### src/rtl/odo_pkg.sv
// Shared types and constants for the differential-drive odometry block.
// Used by odo_front, odo_fifo, odo_back and the top level.
package odo_pkg;

    localparam int TICK_W  = 16;
    localparam int SCALE_W = 32;
    localparam int TW_W    = 20;
    localparam int POS_W   = 32;
    localparam int TIME_W  = 32;
    localparam int HEAD_W  = 24;
    localparam int RATE_W  = 32;
    localparam int DIST_W  = 48;   // ticks * scale, signed Q.24 mm
    localparam int CFG_IDX_W = 3;

    localparam logic [POS_W-1:0]  START_X_RST = 32'd66560;   // 260 mm
    localparam logic [POS_W-1:0]  START_Y_RST = 32'd291840;  // 1140 mm
    localparam logic [HEAD_W-1:0] START_H_RST = 24'd0;
    localparam logic [TW_W-1:0]   TRACK_RST   = 20'd1;

    localparam logic [29:0] TURN_PER_RAD = 30'd683565276;  // 2^32 / 2pi
    localparam logic [31:0] CORDIC_GAIN  = 32'd652032874;
    localparam logic [9:0]  MS_PER_S     = 10'd1000;

    typedef enum logic [CFG_IDX_W-1:0] {
        REG_LEFT_SCALE    = 3'd0,
        REG_RIGHT_SCALE   = 3'd1,
        REG_TRACK_WIDTH   = 3'd2,
        REG_START_X       = 3'd3,
        REG_START_Y       = 3'd4,
        REG_START_HEADING = 3'd5
    } t_cfg_reg;

    typedef struct packed {
        logic signed [DIST_W-1:0] dl;
        logic signed [DIST_W-1:0] dr;
        logic [TIME_W-1:0]        dt;
    } t_work;

    typedef struct packed {
        logic              load;
        logic [POS_W-1:0]  x;
        logic [POS_W-1:0]  y;
        logic [HEAD_W-1:0] heading;
    } t_pose_cfg;

    // atan(2^-i) as a 32-bit binary angle
    function automatic logic [31:0] atan_lut(input logic [4:0] idx);
        logic [31:0] v;
        begin
            case (idx)
                5'd0:  v = 32'h20000000;  5'd1:  v = 32'h12E4051E;
                5'd2:  v = 32'h09FB385B;  5'd3:  v = 32'h051111D4;
                5'd4:  v = 32'h028B0D43;  5'd5:  v = 32'h0145D7E1;
                5'd6:  v = 32'h00A2F61E;  5'd7:  v = 32'h00517C55;
                5'd8:  v = 32'h0028BE53;  5'd9:  v = 32'h00145F2F;
                5'd10: v = 32'h000A2F98;  5'd11: v = 32'h000517CC;
                5'd12: v = 32'h00028BE6;  5'd13: v = 32'h000145F3;
                5'd14: v = 32'h0000A2FA;  5'd15: v = 32'h0000517D;
                5'd16: v = 32'h000028BE;  5'd17: v = 32'h0000145F;
                5'd18: v = 32'h00000A30;  5'd19: v = 32'h00000518;
                5'd20: v = 32'h0000028C;  5'd21: v = 32'h00000146;
                5'd22: v = 32'h000000A3;  5'd23: v = 32'h00000051;
                5'd24: v = 32'h00000029;  5'd25: v = 32'h00000014;
                5'd26: v = 32'h0000000A;  5'd27: v = 32'h00000005;
                5'd28: v = 32'h00000003;  5'd29: v = 32'h00000001;
                5'd30: v = 32'h00000001;  default: v = 32'h00000000;
            endcase
            return v;
        end
    endfunction

endpackage

### src/rtl/odo_front.sv
// Front part: takes input requests, keeps the previous timestamp, forms the
// scaled wheel distances and elapsed time. Depends on odo_pkg.
module odo_front (
    input  logic                                  i_clk,
    input  logic                                  i_rst_n,
    input  logic                                  i_in_valid,
    output logic                                  o_in_ready,
    input  logic signed [odo_pkg::TICK_W-1:0]     i_left_ticks,
    input  logic signed [odo_pkg::TICK_W-1:0]     i_right_ticks,
    input  logic [odo_pkg::TIME_W-1:0]            i_timestamp_ms,
    input  logic [odo_pkg::SCALE_W-1:0]           i_left_scale,
    input  logic [odo_pkg::SCALE_W-1:0]           i_right_scale,
    input  logic                                  i_full,
    output logic                                  o_push,
    output odo_pkg::t_work                        o_work
);

    logic                              r_vld;
    logic signed [odo_pkg::TICK_W-1:0] r_lt;
    logic signed [odo_pkg::TICK_W-1:0] r_rt;
    logic [odo_pkg::TIME_W-1:0]        r_dt;
    logic [odo_pkg::TIME_W-1:0]        r_prev;
    logic                              accept;
    logic signed [odo_pkg::DIST_W:0]   dl_full;
    logic signed [odo_pkg::DIST_W:0]   dr_full;

    assign o_push     = r_vld && !i_full;
    assign o_in_ready = !r_vld || !i_full;
    assign accept     = i_in_valid && o_in_ready;

    assign dl_full = r_lt * $signed({1'b0, i_left_scale});
    assign dr_full = r_rt * $signed({1'b0, i_right_scale});

    assign o_work.dl = dl_full[odo_pkg::DIST_W-1:0];
    assign o_work.dr = dr_full[odo_pkg::DIST_W-1:0];
    assign o_work.dt = r_dt;

    always_ff @(posedge i_clk) begin
        if (!i_rst_n) begin
            r_vld  <= 1'b0;
            r_prev <= '0;
        end else begin
            if (accept) begin
                r_vld  <= 1'b1;
                r_prev <= i_timestamp_ms;
            end else if (o_push) begin
                r_vld  <= 1'b0;
            end
        end
    end

    always_ff @(posedge i_clk) begin
        if (accept) begin
            r_lt <= i_left_ticks;
            r_rt <= i_right_ticks;
            r_dt <= i_timestamp_ms - r_prev;   // wraps with the counter
        end
    end

endmodule

### config.mk
export PLATFORM = sky130hd
export DESIGN_NAME = odo_front
export DESIGN_NICKNAME = d
export VERILOG_FILES = /design/src/rtl/odo_pkg.sv /design/src/rtl/odo_front.sv
export SDC_FILE = /design/constraint.sdc
export NUM_CORES = 2
export LEC_CHECK = 0
export ABC_AREA = 1
export BUFFER_PORTS_ARGS = -buffer_cell sky130_fd_sc_hd__buf_2
export CORE_MARGIN = 5
export CORE_UTILIZATION = 59
export DETAILED_ROUTE_END_ITERATION = 10
export PLACE_DENSITY = 0.81
export SYNTH_ARGS = -nofsm -noshare
export SYNTH_HDL_FRONTEND = slang
export SYNTH_SLANG_ARGS = --single-unit
### constraint.sdc
create_clock -name i_clk -period 5.45 [get_ports i_clk]
set_input_delay 0.2725 -clock i_clk [delete_from_list [all_inputs] [get_ports i_clk]]
set_output_delay 0.2725 -clock i_clk [all_outputs]
set_load 0.03 [all_outputs]
==> results list <==
- STA puts the critical path data required time at slightly above 5000 ps.
- Cell Area, Synth: between 40000 and 50000 um^2
- The post-route netlist has 23.6% of its cells at a drive strength greater than 1.
- The core region is roughly 70000 um^2.
- Count of antenna-violating nets left after detailed routing: 0
- Post-route DRC: 1
* Crit path depth: 25
* I/O pin count: 262
- Post-Layout Cell Count: around 7400
* Total number of H-tree levels: 3
- Critical Path Source Type: flip-flop
- The worst setup path is of the reg -> out kind.
* Synth warnings: 0
- Max Buffers Root-to-Sink: 2
* Post-Synthesis Net Count: 7189
* Synthesized instance count: slightly below 6000
* CP Capture Type: output port
- For the worst flop-to-flop path, the logic depth is 7.
- The run finished, with violations left.
- Worst r2r dst: r_prev[0]
- Buffer type at the clock tree root: clkbuf_16
* Clock transition at the registers of the reported paths: roughly 100 ps
* Number of max-cap violations: 0
- I/O Buffers: around 260
* Highest cell delay on the worst timing path: 580 ps
- Number of buffer and inverter instances along the worst setup path: 10
- Routability-driven placement finished with a final weighted congestion of 1.01.
- P&R area growth vs syn: 24.4%
- Measured slew at the worst slew-check pin: ~800 ps
- Violated checks: DRC, setup timing
* Biggest area contributors in the synthesized netlist: fa_1, inv_1, nand2_1
- Summing over every cut layer, the via total after detailed routing is ~40000.
- Ratio of final minimum period to clock period: 119%
- After detailed routing, the met3 layer carries roughly 17000 um of wire.
- TritonCTS built the clock tree.
- The kind of cell with the highest combined delay along the critical path is adder cells.
- The final count of pins violating max slew is 0.
- Worst Path Arrival: 6210 ps
* Endpoints failing setup: 80
- The number of antenna violations at the first check in global routing is 15.
- Yosys reg bits: between 90 and 100
- Hold Crit Start: i_right_ticks[12]
* Worst Hold Path Cells: 1
- Clk_skew: around 23 ps
- Hold timing on the final database bottoms out at a slack of ~27 ps.
* Die extent in y: around 280 um
- Highest net fanout along the worst path: 8
- Entering global routing, the biggest net connects 64 pins.
- Row count: 98
- Per-cell via count in the routed design: roughly 5.4
* Unrepaired setup endpoints after global routing: true
* Proportion of netlist area held by the largest area contributor: about 40%
* Mean Syn Cell Area: slightly above 7 um^2
- WL final: approximately 140000 um
- The most used flip-flop cell after synthesis is edfxtp_1.
* Synth cell types: 31
- Vias in the first global route: approximately 42000
- Average detailed-routed wire length per instance: ~19 um
* FF-to-FF setup slack: between 2000 and 3000 ps
- In this run, the number of DRC markers left after iteration 0 of detailed routing was roughly 4400.
* Largest area contributor in the netlist: fa_1
* Initial core utilization: between 50% and 60%
- Critical-path cell with the highest stage delay: fa_2
* Destination of the critical timing path: o_work[70]
* TritonCTS Sinks: 97
- Hold Path Class: in -> reg
- Final net count: about 7700
* Horizontal extent of the die: between 200 and 300 um
* Final HPWL from detailed placement: around 110000 um
- The detailed router used layers up to and including met5.
- PnR worst setup slack: -1030 ps
* Critical register-to-register path startpoint: r_vld
- Number of cells in the design after placement: 7293
- Once layout is complete, the utilization of the core stands at between 70 and 80%.
- By count the netlist is led by inv_1, nand2_1, fa_1, ha_1, clkbuf_1.
- Yosys mapped a number of flops with a built-in enable equal to 64.
* Wl on met1: roughly 50000 um
- Sequential cells were found to cover approximately 6.1% of the synthesized design area.
- For this run, asynchronously set or reset flops after synthesis account for 0%.
* Top achievable clock speed: roughly 150 MHz
- Die area: 76900 um^2
* Global-route wire length before repair: approximately 220000 um
- The clock reaches the later pin of the worst-skew pair after 410 ps.
- In the detailed route, the total length drawn on met2 is 65600 um.
- GRT Total Usage: a little over a third
- The total count of hold-check failures in the final report is 0.
* Number of buffers created by CTS: 9
- Cell with the most instances after synthesis: inv_1
* Number of iterations in the first detailed-routing pass: 11
* Global-route congestion overflow total: 0
- Crit. Startpoint: r_rt[5]
* Fin crit period: 6480 ps
- Worst-case headroom to the max-slew limit: between 40% and 50%
==> layer usage <==
layer	track usage [%]	up-vias
met4	15.1	4
met1	44.9	19325
met3	9.12	769
met2	57.3	2697
li1	-	17489
met5	0	-
==> timing repair <==
action / 4_1_cts / 5_1_grt
setup endpoints to repair: 79 / 81
hold buffers: 0 / 0
cloned: 4 / 7
buffers inserted: 37 / 26
gates resized for setup: 678 / 263
pin swaps: 147 / 160
==> worst min-delay path by stage <==
stage | endpoint | slack [ps]
after global placement | r_prev[8] | 440
after floorplan | r_lt[0] | 370
final | r_rt[12] | 30
after global routing | r_rt[10] | 30
after detailed placement | r_prev[3] | 450
after CTS | r_rt[12] | 20
==> flip-flops by register name, indices dropped and copies added (netlist names) <==
register / count
r_prev: 32
r_lt: 16
r_dt: 32
r_vld: 1
r_rt: 16
==> layout by cell type (no fill, tap or decap), types with 21 or more instances in the layout <==
master and count:
nand2_1 1553, dfxtp_1 33, nand3_2 22, a21oi_2 23, xor2_1 31, o21ai_0 59
buf_2 181, a21oi_1 94, buf_6 105, inv_2 136, buf_4 384, nor2_2 21
fa_1 778, nor2_1 162, nand2_4 56, nand2_2 216, ha_4 58, inv_1 1747
edfxtp_1 64, nor2_4 65, buf_12 57, ha_1 266, nand3_1 71, fa_2 59
==> stage by stage <==
step	TNS, ps	instance area [um^2]	worst slack (ps)
detailed placement	-33080	47900	-602
global route	-72810	52500	-1200
floorplan	-157	42700	-77.4
CTS	-50050	51200	-817
global placement	-29550	47900	-551
finish	-61620	52500	-1030
==> final cells by class <==
cell class | count | area [um^2]
clock buffers | 9 | 225
diodes | 13 | 32.5
flip-flops and latches | 97 | 2580
well taps | 950 | 1190
clock inverters | 7 | 81.3
inverters | 1885 | 7080
fillers | 4871 | 18800
repair buffers | 740 | 6430
multi-input cells | 3694 | 34800
==> cell families (layout without fill, tap and decap cells) <==
| group | Yosys count | in the layout | share of synthesized area, % |
|---|---|---|---|
| compound gates | 208 | 208 | 2.60 |
| xor+xnor | 74 | 74 | 1.54 |
| fa+ha+maj | 1166 | 1166 | 49.5 |
| buf+inv | 2100 | 2641 | 18.7 |
| flops | 97 | 97 | 6.13 |
| other cells | 0 | 13 | 0 |
| simple gates | 2246 | 2246 | 21.5 |
Power is left out: the tool's default activity adds up to more than one toggle a clock period on the data nets, which glitch-free logic cannot reach.
