--- config.mk ---
export PLATFORM = sky130hd
export DESIGN_NAME = odo_fifo
export DESIGN_NICKNAME = d
export VERILOG_FILES = /design/src/rtl/odo_pkg.sv /design/src/rtl/odo_fifo.sv
export SDC_FILE = /design/constraint.sdc
export NUM_CORES = 1
export LEC_CHECK = 0
export BUFFER_PORTS_ARGS = -buffer_cell sky130_fd_sc_hd__buf_2
export CAP_MARGIN = 10
export CORE_MARGIN = 2
export CORE_UTILIZATION = 50
export DETAILED_ROUTE_END_ITERATION = 10
export PLACE_DENSITY = 0.75
export SYNTH_ARGS = -nofsm -noshare
export SYNTH_HDL_FRONTEND = slang
export SYNTH_SLANG_ARGS = --single-unit
export TNS_END_PERCENT = 1
--- constraint.sdc ---
create_clock -name i_clk -period 10.2 [get_ports i_clk]
set_clock_uncertainty 0.2 [all_clocks]
set_input_delay 2.04 -clock i_clk [delete_from_list [all_inputs] [get_ports i_clk]]
set_output_delay 2.04 -clock i_clk [all_outputs]
set_load 0.01 [all_outputs]
--- src/rtl/odo_pkg.sv ---
// Shared types and constants for the differential-drive odometry block.
// Used by odo_front, odo_fifo, odo_back and the top level.
package odo_pkg;

    localparam int TICK_W  = 16;
    localparam int SCALE_W = 32;
    localparam int TW_W    = 20;
    localparam int POS_W   = 32;
    localparam int TIME_W  = 32;
    localparam int HEAD_W  = 24;
    localparam int RATE_W  = 32;
    localparam int DIST_W  = 48;   // ticks * scale, signed Q.24 mm
    localparam int CFG_IDX_W = 3;

    localparam logic [POS_W-1:0]  START_X_RST = 32'd66560;   // 260 mm
    localparam logic [POS_W-1:0]  START_Y_RST = 32'd291840;  // 1140 mm
    localparam logic [HEAD_W-1:0] START_H_RST = 24'd0;
    localparam logic [TW_W-1:0]   TRACK_RST   = 20'd1;

    localparam logic [29:0] TURN_PER_RAD = 30'd683565276;  // 2^32 / 2pi
    localparam logic [31:0] CORDIC_GAIN  = 32'd652032874;
    localparam logic [9:0]  MS_PER_S     = 10'd1000;

    typedef enum logic [CFG_IDX_W-1:0] {
        REG_LEFT_SCALE    = 3'd0,
        REG_RIGHT_SCALE   = 3'd1,
        REG_TRACK_WIDTH   = 3'd2,
        REG_START_X       = 3'd3,
        REG_START_Y       = 3'd4,
        REG_START_HEADING = 3'd5
    } t_cfg_reg;

    typedef struct packed {
        logic signed [DIST_W-1:0] dl;
        logic signed [DIST_W-1:0] dr;
        logic [TIME_W-1:0]        dt;
    } t_work;

    typedef struct packed {
        logic              load;
        logic [POS_W-1:0]  x;
        logic [POS_W-1:0]  y;
        logic [HEAD_W-1:0] heading;
    } t_pose_cfg;

    // atan(2^-i) as a 32-bit binary angle
    function automatic logic [31:0] atan_lut(input logic [4:0] idx);
        logic [31:0] v;
        begin
            case (idx)
                5'd0:  v = 32'h20000000;  5'd1:  v = 32'h12E4051E;
                5'd2:  v = 32'h09FB385B;  5'd3:  v = 32'h051111D4;
                5'd4:  v = 32'h028B0D43;  5'd5:  v = 32'h0145D7E1;
                5'd6:  v = 32'h00A2F61E;  5'd7:  v = 32'h00517C55;
                5'd8:  v = 32'h0028BE53;  5'd9:  v = 32'h00145F2F;
                5'd10: v = 32'h000A2F98;  5'd11: v = 32'h000517CC;
                5'd12: v = 32'h00028BE6;  5'd13: v = 32'h000145F3;
                5'd14: v = 32'h0000A2FA;  5'd15: v = 32'h0000517D;
                5'd16: v = 32'h000028BE;  5'd17: v = 32'h0000145F;
                5'd18: v = 32'h00000A30;  5'd19: v = 32'h00000518;
                5'd20: v = 32'h0000028C;  5'd21: v = 32'h00000146;
                5'd22: v = 32'h000000A3;  5'd23: v = 32'h00000051;
                5'd24: v = 32'h00000029;  5'd25: v = 32'h00000014;
                5'd26: v = 32'h0000000A;  5'd27: v = 32'h00000005;
                5'd28: v = 32'h00000003;  5'd29: v = 32'h00000001;
                5'd30: v = 32'h00000001;  default: v = 32'h00000000;
            endcase
            return v;
        end
    endfunction

endpackage

--- src/rtl/odo_fifo.sv ---
// Two-entry queue of work requests between the front and back parts.
// Depends on odo_pkg (t_work).
module odo_fifo (
    input  logic           i_clk,
    input  logic           i_rst_n,
    input  logic           i_push,
    input  odo_pkg::t_work i_data,
    output logic           o_full,
    input  logic           i_pop,
    output logic           o_valid,
    output odo_pkg::t_work o_data
);

    odo_pkg::t_work r_mem [2];
    logic           r_wp;
    logic           r_rp;
    logic [1:0]     r_cnt;

    assign o_full  = (r_cnt == 2'd2);
    assign o_valid = (r_cnt != 2'd0);
    assign o_data  = r_mem[r_rp];

    always_ff @(posedge i_clk) begin
        if (!i_rst_n) begin
            r_wp  <= 1'b0;
            r_rp  <= 1'b0;
            r_cnt <= 2'd0;
        end else begin
            if (i_push) begin
                r_wp <= ~r_wp;
            end
            if (i_pop) begin
                r_rp <= ~r_rp;
            end
            r_cnt <= r_cnt + 2'(i_push) - 2'(i_pop);
        end
    end

    always_ff @(posedge i_clk) begin
        if (i_push) begin
            r_mem[r_wp] <= i_data;
        end
    end

    a_no_overflow: assert property (@(posedge i_clk) disable iff (!i_rst_n)
        i_push |-> !o_full)
        else $error("request pushed into full queue");
    a_no_underflow: assert property (@(posedge i_clk) disable iff (!i_rst_n)
        i_pop |-> o_valid)
        else $error("request popped from empty queue");

endmodule

==> impl_metrics.toml, run 1 <==
[placed_design]
io_buffers = 261
dpl_cell_area_mm2 = 0.0110
dp_cells = 904
place.gp.congestion = 0.744
dpl.hpwl_um = 11800

[layout]
nNetsFinal = 832
design_area_mm2 = 0.0118
synthToLayoutAreaGrowth_pct = 23.5
final_cells = 949
final_layout_size_suffix_gt1_share_pct = 60.2

[route]
num_vias = 4814
drt_pass1_iterations = 4
routed_wl_um = 17800
drt-initial-drc-count = 207
routedWlPerCell_um = 18.8
drc = 0
vias_per_cell = 5.07
ant_nets = 0

[worst_setup_path]
cp_slowest_cell = "buf_4"
crit_fanout = 78
critPathTopFamily = "buffers and inverters"
crit_path_end_kind = "output port"
worst-path-buf-inv = 2
worstPathRequired_ns = 7.96
path_cells = "buf_4 > mux2_2 > buf_2"
path_class = "reg -> out"
critPathLaunchType = "flop"
arrival_ns = 2.85
max_stage_delay_ns = 0.85

[floorplanning]
io_pins = 262
dieWidth_um = 142
initial_core_util_pct = 51.0
die_h_um = 142
num_rows = 50
core-area_mm2 = 0.0187
die_area_mm2 = 0.0202

[logic_synthesis]
syn-cell-area_mm2 = 0.00953
synthTopCellsByArea = "edfxtp_1 81%, mux2_2 15%, clkbuf_8 1.2%"
ys_types = 13
syn_area_per_cell_um2 = 22.8
yosys_warnings = 0
yosys.area.top_type = "edfxtp_1"
synthCells = 419
synth_seq_cells = 261
synth_top_area_share_pct = 80.6
yosysSeqAreaShare_pct = 81.7
syn-num-nets = 553

[cts]
path_clk_slew_ns = 0.06
ctsLongestPathBuffers = 3
ctsResizeCount = 0
cts.sinks = 261
cts_setup_buffers = 0
cts_tree = "done"
cts_buffers = 26
insertion_delay_ns = 0.50
clockRootBuffer = "clkbuf_16"
ctsHtreeMaxLevel = 1
holdBufCountCts = 0

[sta]
tightest_slew_ns = 1.09
finalCriticalPeriod_ns = 5.09
min_period_over_period_pct = 49.9
fin_setup_tns_ns = 0
fmax_mhz = 196
grt_setup_unrepaired = "false"
slew_violations = 0
max_slew_margin_pct = 27.1
hold_viol_final = 0
finalSetupViolCount = 0

[status]
status = "finished clean"

[min_path]
min_path_type = "reg -> reg"

[job]
maxCapViolations = 0

[power_and_ir_drop]
power_leakage_nw = 4.42
vdd_drop_max_mv = 0.167
power.density_mw_per_mm2 = 200

[global_route]
first_global_vias = 5116
grt-ovfl-total = 0
track_usage_pct = 16.8
grt_pass1_wl_um = 26400
grt_max_degree = 79
antenna_found_initial = 3
==> cells in the mapped netlist <==
cell type and count:
and2_1 4, dfxtp_1 5, edfxtp_1 256, o21a_1 1
xor2_1 1, buf_6 6, clkbuf_8 8, mux2_2 128
or2_2 1, xnor3_1 1, inv_1 2, nor2b_1 4
ha_1 2
==> worst paths after layout <==
| kind | cells past startpoint | slack (ns) | endpoint | from |
|---|---|---|---|---|
| max | 3 | 5.11 | o_data[122] | flop |
| min | 2 | 0.38 | flop | r_rp |
| max reg2reg | 2 | 7.59 | r_mem[1][121] | r_wp |
| min reg2reg | 2 | 0.38 | flop | r_rp |
==> where the power goes <==
group	internal, W	switching (W)	leakage, nW	total (W)
sequential	0.00124	0.0000204	2.44	0.00126
combinational	0.000114	0.000119	1.60	0.000233
clock	0.000503	0.000356	0.378	0.000859
==> per-layer routing <==
layer / vias to the layer above / routed length (µm) / global-route usage [%]
met4: 4 / 525 / 5.95
met1: 2342 / 6780 / 19.7
met3: 36 / 1560 / 5.55
met2: 198 / 8950 / 29.3
met5: - / 23 / 0
li1: 2234 / - / -
==> cells by family (layout without fill, tap and decap cells) <==
kind of cell | Yosys count | in the layout | synth area share, %
DFF | 261 | 261 | 81.7
muxes | 128 | 128 | 15.1
buffers and inverters | 16 | 311 | 1.94
and+or+nand+nor | 9 | 9 | 0.591
adders and majority gates | 2 | 2 | 0.262
xor gates and xnor gates | 2 | 2 | 0.328
AOI/OAI and AO/OA | 1 | 1 | 0.0788
other | 0 | 1 | 0
==> registers in the layout, indices dropped and copies added (netlist names), named ones only <==
name   count
r_mem    256
r_cnt      2
r_rp       1
r_wp       1
==> cells in the final DEF, fill, tap and decap left out <==
cell type,instances
and2_4,1
dfxtp_4,1
clkinv_1,6
edfxtp_1,256
buf_4,4
clkinvlp_4,1
and2_1,3
dfxtp_1,4
mux2_2,128
clkinv_2,4
bufinv_16,1
clkbuf_1,5
nor2b_4,1
buf_2,261
diode_2,1
ha_1,2
or2_2,1
xnor3_1,1
inv_1,2
xor2_1,1
o21a_1,1
nor2b_1,3
clkbuf_16,27
==> area by class of cell <==
cell class                      instances  area (µm²)
Clock inverter                         12        80.1
Tap cell                              234         293
Timing Repair Buffer                  265        1340
Sequential cell                       261        7790
Inverter                                2        7.51
Clock buffer                           32         694
Antenna cell                            1        2.50
Multi-Input combinational cell        142        1570
Fill cell                            1320        6930
==> through the flow <==
step	util [%]	worst slack [ns]	total power (W)	hold slack, ns
global placement	58.8	5.67	0.00151	0.371
detailed placement	58.8	5.63	0.00152	0.381
floorplan	-	1.75	0.00143	0.355
global route	63.0	4.94	0.00245	0.422
finish	63.0	5.11	0.00235	0.382
CTS	62.9	5.09	0.00238	0.387
==> worst reg2reg max path, cell delays in order (launching register included) <==
cell     delay, ns
dfxtp_1       0.38
and2_4        0.62
buf_4         0.90
(Power assumes the default switching activity.)
==> run 2, diff against run 1 <==
==> constraint.sdc (replaced) <==
create_clock -name i_clk -period 5 [get_ports i_clk]
set_clock_uncertainty 0.2 [all_clocks]
set_input_delay 1 -clock i_clk [delete_from_list [all_inputs] [get_ports i_clk]]
set_output_delay 1 -clock i_clk [all_outputs]
set_load 0.01 [all_outputs]
==> impl_metrics.toml, run 2 (synthesis gave the netlist of run 1 again) <==
[placed_design]
io_buffers = 261
place.gp.congestion = 0.777
dp_cells = 905
dpl.hpwl_um = 11500

[floorplanning]
dieWidth_um = 142
initial_core_util_pct = 51.0
core-area_mm2 = 0.0187
die_h_um = 142
num_rows = 50
die_area_mm2 = 0.0202
io_pins = 262

[layout]
final_cell_mix = "261 x buf_2, 256 x edfxtp_1, 128 x mux2_2, 27 x clkbuf_16, 7 x clkinv_2"
largest_reg_flops = 256
fillers = 1314
regMostFlops = "r_mem"
final_cells = 956
top_regs = "r_mem: 256 flops, r_cnt: 2 flops"
nNetsFinal = 833
final_layout_size_suffix_gt1_share_pct = 60.5
layout.cells.most_common = "buf_2"
synthToLayoutAreaGrowth_pct = 24.8

[cts]
holdBufCountCts = 0
cts_setup_buffers = 0
clockRootBuffer = "clkbuf_16"
ctsResizeCount = 0
cts_tree = "done"
cts_buffers = 26
ctsLongestPathBuffers = 3
path_clk_slew_ns = 0.06
cts.sinks = 261
ctsHtreeMaxLevel = 1
insertion_delay_ns = 0.51

[min_path]
min_path_type = "reg -> reg"

[worst_setup_path]
path_cells = "buf_12 > mux2_2 > buf_2"
path_depth = 3
crit_path_end_kind = "output port"
worst-path-buf-inv = 2
max_stage_delay_ns = 0.92
path_class = "reg -> out"
r2r_slack_ns = 2.92
cp_slowest_cell = "dfxtp_4"
endpoint = "o_data[49]"
r2r-end = "r_mem[0][67]"
critPathTopFamily = "flip-flops"
worstPathRequired_ns = 3.80
critPathLaunchType = "flop"
reg2reg_from = "r_wp"
arrival_ns = 2.43
crit_fanout = 67
rr_worst_depth = 2

[global_route]
first_global_vias = 4998
grt_max_degree = 100
grt-ovfl-total = 0
grt_pass1_wl_um = 26000
track_usage_pct = 16.6
antenna_found_initial = 5

[route]
routedWlPerCell_um = 18.4
drc = 0
drt-initial-drc-count = 257
vias_per_cell = 5.03
num_vias = 4811
routed_wl_um = 17600
ant_nets = 0
drt_pass1_iterations = 4

[sta]
max_slew_margin_pct = 40.2
finalSetupViolCount = 0
grt_setup_unrepaired = "false"
fin_setup_tns_ns = 0
fmax_mhz = 275
slew_violations = 0
finalCriticalPeriod_ns = 3.63
tightest_slew_ns = 0.898
hold_viol_final = 0
min_period_over_period_pct = 72.6

[status]
status = "finished clean"

[power_and_ir_drop]
power.density_mw_per_mm2 = 416
vdd_drop_max_mv = 0.296
power_leakage_nw = 4.48

[job]
maxCapViolations = 0
==> run 2: report_power, final <==
group          internal (W)  total, W  switching, W
Clock               0.00114   0.00189      0.000752
Sequential          0.00253   0.00258     0.0000478
Combinational      0.000238  0.000476      0.000238
Total               0.00390   0.00494       0.00104
==> run 2: worst min-delay path, stage by stage, from the launching register on <==
cell,delay [ns]
dfxtp_1,0.34
xor2_1,0.08
and2_1,0.14
==> run 2: final cells by class <==
cell class	count	area, µm²	area share, %
sequential	261	7790	65.5
multi-input combinational	142	1570	13.2
timing repair buffer	266	1380	11.6
clock buffer	32	694	5.84
tap	234	293	2.46
clock inverter	16	148	1.24
inverter	2	7.51	0.0631
antenna	3	7.51	0.0631
==> run 2: per-layer routing <==
metal / global-route usage (%) / part of all wire, % / up-vias
met2: 27.9 / 49 / 192
met4: 5.95 / 3.5 / 4
met1: 19.9 / 39 / 2327
met3: 5.89 / 8.3 / 49
li1: - / - / 2239
met5: 0 / 0.14 / -
==> run 2: worst min path at each step <==
stage	startpoint	to	slack [ns]	depth (start not counted)
6_report	r_rp	flop	0.41	2
5_1_grt	r_rp	flop	0.44	2
4_1_cts	r_rp	flop	0.40	2
3_5_place_dp	r_rp	flop	0.39	2
3_3_place_gp	r_rp	flop	0.36	2
2_1_floorplan	r_rp	flop	0.35	2
==> run 2: through the flow <==
step | hold WS (ns) | cell area, µm² | util (%) | total power [W] | setup slack (ns)
after floorplan | 0.355 | 9540 | - | 0.00291 | 0.00632
after global placement | 0.356 | 11000 | 59.0 | 0.00309 | 1.87
after detailed placement | 0.393 | 11000 | 59.0 | 0.00311 | 1.83
after CTS | 0.404 | 11900 | 63.5 | 0.00500 | 1.27
after global routing | 0.444 | 11900 | 63.6 | 0.00512 | 1.21
final | 0.406 | 11900 | 63.6 | 0.00494 | 1.37
==> run 3, diff against run 2 <==
--- a/config.mk
+++ b/config.mk
@@ -5,12 +5,13 @@
 export SDC_FILE = /design/constraint.sdc
 export NUM_CORES = 1
 export LEC_CHECK = 0
+export ABC_AREA = 1
 export BUFFER_PORTS_ARGS = -buffer_cell sky130_fd_sc_hd__buf_2
 export CAP_MARGIN = 10
 export CORE_MARGIN = 2
-export CORE_UTILIZATION = 50
+export CORE_UTILIZATION = 47
 export DETAILED_ROUTE_END_ITERATION = 10
-export PLACE_DENSITY = 0.75
+export PLACE_DENSITY = 0.74
 export SYNTH_ARGS = -nofsm -noshare
 export SYNTH_HDL_FRONTEND = slang
 export SYNTH_SLANG_ARGS = --single-unit
==> constraint.sdc (replaced) <==
create_clock -name i_clk -period 2.98 [get_ports i_clk]
set_clock_uncertainty 0.2 [all_clocks]
set_input_delay 0.596 -clock i_clk [delete_from_list [all_inputs] [get_ports i_clk]]
set_output_delay 0.596 -clock i_clk [all_outputs]
set_load 0.01 [all_outputs]
==> impl_metrics.toml, run 3 <==
[floorplanning]
initial_core_util_pct = 47.6
io_pins = 262
dieWidth_um = 146
num_rows = 52
die_h_um = 146
core-area_mm2 = 0.0200
die_area_mm2 = 0.0214

[layout]
final_cell_mix = "261 x buf_2, 256 x edfxtp_1, 128 x mux2_2, 27 x clkbuf_16"
fillers = 1511
final_layout_size_suffix_gt1_share_pct = 59.7
nNetsFinal = 847
largest_reg_flops = 256
design_area_mm2 = 0.0120
layout.cells.most_common = "buf_2"
synthToLayoutAreaGrowth_pct = 25.7
final_util_pct = 59.8
regMostFlops = "r_mem"
top_regs = "r_mem: 256 flops, r_cnt: 2 flops"

[logic_synthesis]
synthAdderAreaFrac_pct = 0.263
synthTopCellsByArea = "edfxtp_1 81%, mux2_2 15%, clkbuf_8 1.2%"
synth.most_common_cell = "edfxtp_1"
ys_types = 11
synthMuxAreaShare_pct = 15.1
syn_area_per_cell_um2 = 22.1
synth-edff-count = 256
synth_compound_area_share_pct = 0.0525
synth_top_area_share_pct = 80.7
synthCells = 431
yosys.area.top_type = "edfxtp_1"
synth-main-ff-cell = "edfxtp_1"
synthXorXnorAreaFrac_pct = 0
synth_common_cells = "256 x edfxtp_1, 128 x mux2_2, 9 x nand2_1"
syn-cell-area_mm2 = 0.00953
yosysSeqAreaShare_pct = 81.7
synth_seq_cells = 261
syn-num-nets = 565
yosys_warnings = 0
async_reset_ff_share_pct = 0
synthSimpleGateAreaFrac_pct = 0.722
synth_top_family_by_area = "multiplexers"

[worst_setup_path]
cp_slowest_cell = "buf_4"
path_class = "reg -> out"
critPathLaunchType = "flop"
reg2reg_from = "r_wp"
worstPathRequired_ns = 2.18
arrival_ns = 1.91
r2r_slack_ns = 1.26
max_stage_delay_ns = 0.47
crit_fanout = 43
crit_path_end_kind = "output port"
path_cells = "buf_4 > mux2_2 > buf_2"
r2r-end = "r_mem[0][127]"
endpoint = "o_data[33]"
rr_worst_depth = 2

[global_route]
track_usage_pct = 16.1
antenna_found_initial = 4
grt_pass1_wl_um = 27300
first_global_vias = 5231
grt-ovfl-total = 0
grt_max_degree = 86

[route]
vias_per_cell = 4.89
routedWlPerCell_um = 17.9
num_vias = 4914
ant_nets = 0
drt-initial-drc-count = 186
drc = 0
routed_wl_um = 18000
drt_pass1_iterations = 4

[sta]
finalCriticalPeriod_ns = 2.71
grt_setup_unrepaired = "false"
hold_viol_final = 0
max_slew_margin_pct = 62.3
fmax_mhz = 369
slew_violations = 0
finalSetupViolCount = 0
finalWorstSetupSlack_ns = 0.272
min_period_over_period_pct = 90.9
tightest_slew_ns = 0.565
whs_ns = 0.0655

[cts]
insertion_delay_ns = 0.52
cts_tree = "done"
ctsLongestPathBuffers = 3
ctsHtreeMaxLevel = 1
clockRootBuffer = "clkbuf_16"
holdBufCountCts = 0
cts_setup_buffers = 0
path_clk_slew_ns = 0.06
cts.sinks = 261
cts_buffers = 27
ctsResizeCount = 0

[placed_design]
dpl.hpwl_um = 11900
place.gp.congestion = 0.742
place_worst_setup_slack_ns = 0.759
dpl_cell_area_mm2 = 0.0111
io_buffers = 261

[status]
status = "finished clean"

[power_and_ir_drop]
power.density_mw_per_mm2 = 681
vdd_drop_max_mv = 0.549
power_leakage_nw = 4.50

[job]
maxCapViolations = 0

[min_path]
min_path_type = "in -> reg"
-- run 3: layout make-up --
type                            count  area [µm²]  share of cell area [%]
Tap cell                          270         338                    2.82
Clock buffer                       35         706                    5.89
Inverter                            7        42.5                   0.355
Multi-Input combinational cell    149        1560                    13.1
Antenna cell                        3        7.51                  0.0627
Clock inverter                     13         118                   0.982
Timing Repair Buffer              267        1410                    11.8
Sequential cell                   261        7790                    65.0
-- run 3: worst min-delay path by stage --
| stage | startpoint | cells past startpoint | end |
|---|---|---|---|
| 2_1_floorplan | r_rp | 2 | flop |
| 3_3_place_gp | r_rp | 2 | r_rp |
| 3_5_place_dp | r_rp | 2 | r_rp |
| 4_1_cts | i_data[35] | 1 | r_mem[0][35] |
| 5_1_grt | i_data[35] | 1 | r_mem[0][35] |
| 6_report | i_data[97] | 1 | r_mem[1][97] |
-- run 3: layer usage --
layer  up-vias  global-route usage [%]  part of all wire [%]
li1       2264                       -                     -
met2       198                    27.9                    50
met3        41                    5.44                   8.9
met5         -                       0                 0.072
met1      2409                    18.8                    38
met4         2                    6.12                   3.1
-- run 3: power by group --
group	internal [W]	switching (W)	leakage, nW
clock	0.00183	0.00127	0.403
combinational	0.000346	0.000406	1.65
sequential	0.00425	0.0000470	2.44
-- run 3: critical path: cells and delay by family (launching register included) --
kind | cells | cell delay [ns]
multiplexers | 1 | 0.41
buffers and inverters | 2 | 0.61
flip-flops | 1 | 0.35
-- run 3: cell families after synthesis --
group,count (synthesis)
buffers and inverters,21
multiplexers,128
AND/OR/NAND/NOR,18
AO/OA/AOI/OAI,1
adder cells (fa/ha/maj),2
flip-flops,261
-- run 3: stage by stage --
stage	total power, W	instances	setup TNS [ns]
floorplan	0.00480	431	-35.29
global route	0.00844	1004	0
CTS	0.00825	1002	0
finish	0.00815	1005	0
detailed placement	0.00514	954	0
global placement	0.00510	954	0
